===== config.mk =====
export PLATFORM = sky130hd
export DESIGN_NAME = pfa_ram
export DESIGN_NICKNAME = d
export VERILOG_FILES = /design/src/pfa_ram.sv
export SDC_FILE = /design/constraint.sdc
export NUM_CORES = 2
export LEC_CHECK = 0
export ABC_AREA = 0
export BUFFER_PORTS_ARGS = -buffer_cell sky130_fd_sc_hd__buf_2
export CAP_MARGIN = 20
export CORE_MARGIN = 10
export CORE_UTILIZATION = 55
export DETAILED_ROUTE_END_ITERATION = 10
export PLACE_DENSITY = 0.71
export SETUP_SLACK_MARGIN = 0.4
export SYNTH_ARGS = -nofsm -noshare
export SYNTH_HDL_FRONTEND = slang
export SYNTH_SLANG_ARGS = --single-unit
export TNS_END_PERCENT = 30

===== constraint.sdc =====
create_clock -name clk -period 3.05 [get_ports clk]
set_input_delay 0.305 -clock clk [delete_from_list [all_inputs] [get_ports clk]]
set_output_delay 0.305 -clock clk [all_outputs]
set_load 0.01 [all_outputs]

===== src/pfa_ram.sv =====
// ----------------------------------------------------------------------------
// pfa_ram: generic single-clock RAM
// One write port and one read port; read data is registered.
// ----------------------------------------------------------------------------
module pfa_ram #(
	parameter int WIDTH = 8,
	parameter int DEPTH = 256
) (
	input  logic                     clk,
	input  logic                     we,
	input  logic [$clog2(DEPTH)-1:0] waddr,
	input  logic [WIDTH-1:0]         wdata,
	input  logic                     re,
	input  logic [$clog2(DEPTH)-1:0] raddr,
	output logic [WIDTH-1:0]         rdata
);

	logic [WIDTH-1:0] mem_q [DEPTH];

	always_ff @(posedge clk) begin
		if (we) begin
			mem_q[waddr] <= wdata;
		end
		if (re) begin
			rdata <= mem_q[raddr];
		end
	end

endmodule

==> run metrics <==
drt drc=0; area grow syn2layout=15.3%; Die Wd=around 400 um; WL final=between 150000 and 200000 um; Comb pwr share=5.2%; crit path DAT=around 3.3 ns; antenna-violating nets left=0; Worst path slowest cell=nor4_1; detailed placement HPWL=125000 um; cell total after placement=5936; clk slew on worst S/H paths=about 0.06 ns; Yosys warning total=0; antenna violations before repair=13; leakage=29.4 nW; placed instance area=about 85000 um2; internal power=~46 mW; Crit. End Element=flop; Crit Path Class=reg -> reg; fraction of final layout cells with drive strength greater than 1=between 20% and 30%; drt initial violations=about 5100; max-slew violation count=0; first-pass GRT wire length=~290000 um; setup TNS=0 ns; setup bufs post-CTS=0; Final Hold Fails=0; Yosys cell types=54; sequential-to-total area share from yosys stat=approximately 78%; CP required=3.59 ns; CTS tree=done; critical path peak fanout=1; Clock power frac=41.2%; Setup Skew=0.0376 ns; Place WS=-0.629 ns; Worst slew margin=~39%; gpl congestion=~0.89; Worst Hold Class=in -> reg; Psw=roughly 12 mW; M3 GR Usage=~5.2%; Remaining Overflow, GRT=0; number of CTS-inserted buffers=approximately 200; worst skew pair latency=0.82 ns; Nets=roughly 4300; Seq pwr share=a little over half; die area=between 150000 and 200000 um2; final std cells w/o fill=6307; dominant cells by area after synthesis=edfxtp_1 (78%), mux4_2 (13%), mux2i_1 (1.7%), nor2_1 (1.3%), a22oi_1 (1.3%); Buf+Inv Stages, Crit Path=1; Syn Nets=3760; # IOs=35; pin count of the biggest net entering global routing=between 100 and 150; Sw Share=a little over a fifth; Vias=a little over 40000; Synth Flop Type=edfxtp_1; final setup vio count=0; initial core utilization=a little under three fifths; hold slack=approximately 0.051 ns; met2 usage=approximately two fifths; crit path cell chain=mux4_2 -> a22oi_1 -> a21oi_1 -> nor4_1 -> buf_4 -> nor4_2; post-synthesis cell type with the largest combined area=edfxtp_1; WL/cell=31.1 um; PortBufs=34; Post-synth EDFFs=a little over 2000; max-cap violation count=0; Critical Path Max Stage Delay=0.76 ns; delay-heaviest family, CP=simple AND/OR/NAND/NOR gates; CORE AREA=roughly 140000 um2; FFs w/ async S/R, synth=0%; CTS Root Cell=clkbuf_16; Cell Rows=approximately 140; Synth Instances=between 3000 and 4000; post-route cell area=a little over 90000 um2; Worst Setup Start Kind=flop; post-route minimum period=around 2.7 ns; Yosys reg bits=around 2100; max frequency=roughly 370 MHz; RSZ-0062 raised after global routing=true; worst slew pin tran=between 0.9 and 1 ns; met1 Track Usage GR=between 30% and 40%; maximum vdd drop=between 500 and 600 uV; Tot GR Track Use=around 24%; drt pass-1 iters=6; fill count=around 9500; Die Ht=~400 um; DR vias/cell=between 6 and 7; H-tree Lvls=4; Yosys top cell area share=77.5%; GR peak layer=met2; clock sinks=roughly 2100; synthesized area=79600 um2; Mapped Avg Cell Area=between 20 and 25 um2; Power Density=634 nW/um2; fin crit share=between 80% and 90%; final worst slack=0.324 ns; vias in the first global route=41000; status=finished, final reports clean; Bufs on Longest Clock Path=3
power by group through the flow:
stage / clock [mW] / combinational [mW] / sequential (mW)
CTS: 24.3 / 3.01 / 31.2
detailed placement: 0 / 2.99 / 31.8
global route: 25.4 / 3.16 / 31.2
floorplan: 0 / 1.51 / 31.8
global placement: 0 / 2.95 / 31.8
finish: 24.0 / 3.01 / 31.2
area by class of cell:
| cell class | instances | area, um2 | share of cell area (%) |
|---|---|---|---|
| inverter | 2 | 7.51 | 0.00817 |
| antenna | 6 | 15.0 | 0.0163 |
| clock buffer | 236 | 5140 | 5.60 |
| sequential | 2056 | 61700 | 67.2 |
| tap | 1903 | 2380 | 2.59 |
| clock inverter | 128 | 1240 | 1.36 |
| timing repair buffer | 534 | 4770 | 5.19 |
| multi-input combinational | 1442 | 16600 | 18.0 |
sequential cells by signal, indices dropped and copies added (netlist names):
signal	flops
rdata	8
mem_q	2048
cell families (layout without fill, tap and decap cells):
family / count (synthesis) / in the layout / share of synthesized area (%)
buffers and inverters: 235 / 900 / 1.83
other: 0 / 6 / 0
AOI/OAI and AO/OA: 385 / 385 / 3.42
muxes: 591 / 591 / 14.6
and+or+nand+nor: 466 / 466 / 2.63
DFF: 2056 / 2056 / 77.5
metal layers:
layer,wire [um],vias to the layer above
met5,97,-
met4,7640,14
met3,20100,401
met2,93900,2156
met1,74700,21500
li1,-,16700
path summary, 6_finish.rpt:
kind	cells after the start	slack, ns	endpoint	startpoint
worst min register to register	7	1.26	rdata[2]	mem_q[60][2]
worst min-delay path	1	0.05	mem_q[195][6]	wdata[6]
worst max register to register	6	0.32	rdata[6]	mem_q[153][6]
worst max-delay path	6	0.32	rdata[6]	mem_q[153][6]
layout by cell type (no fill, tap or decap), drive strengths merged, types with 28 or more instances in the layout:
| cell type | n |
|---|---|
| mux4 | 456 |
| nand3 | 34 |
| o22ai | 28 |
| o221ai | 47 |
| a21oi | 96 |
| edfxtp | 2056 |
| clkbuf | 244 |
| mux2i | 134 |
| a22oi | 133 |
| nand2 | 33 |
| nor2 | 282 |
| buf | 525 |
| nor2b | 31 |
| clkinv | 100 |
timing repair:
item / 4_1_cts / 5_1_grt
pin swaps: 0 / 0
gates resized for setup: 7 / 4
hold endpoints to repair: 8 / 0
endpoints found under the setup margin: 7 / 5
hold buffers: 1 / 0
worst reg2reg max path: stages (launching register included):
cell and delay [ns]:
edfxtp_1 0.37, mux4_2 0.45, a22oi_1 0.35, a21oi_1 0.22, nor4_1 0.76, buf_4 0.25, nor4_2 0.05
cells in the mapped netlist (all sizes together), types with 6 or more instances:
cell    instances
o211ai         10
nor3           22
o21ai          12
a21oi          96
nor2b          31
nand2          33
a211oi         16
nand4          10
nand3          34
mux4          456
o22ai          28
edfxtp       2056
a22oi         133
a22o            8
a221oi         14
and2            6
o221ai         47
buf           122
mux2i         134
nor2          282
nand2b          8
clkbuf        111
nor4           27
metrics by stage:
| step | util, % | power (mW) |
|---|---|---|
| final | 63.9 | 58.2 |
| after CTS | 63.9 | 58.5 |
| after floorplan | - | 33.3 |
| after detailed placement | 59.4 | 34.8 |
| after global routing | 63.9 | 59.7 |
| after global placement | 59.4 | 34.7 |
Power figures use the tool's default switching activity.
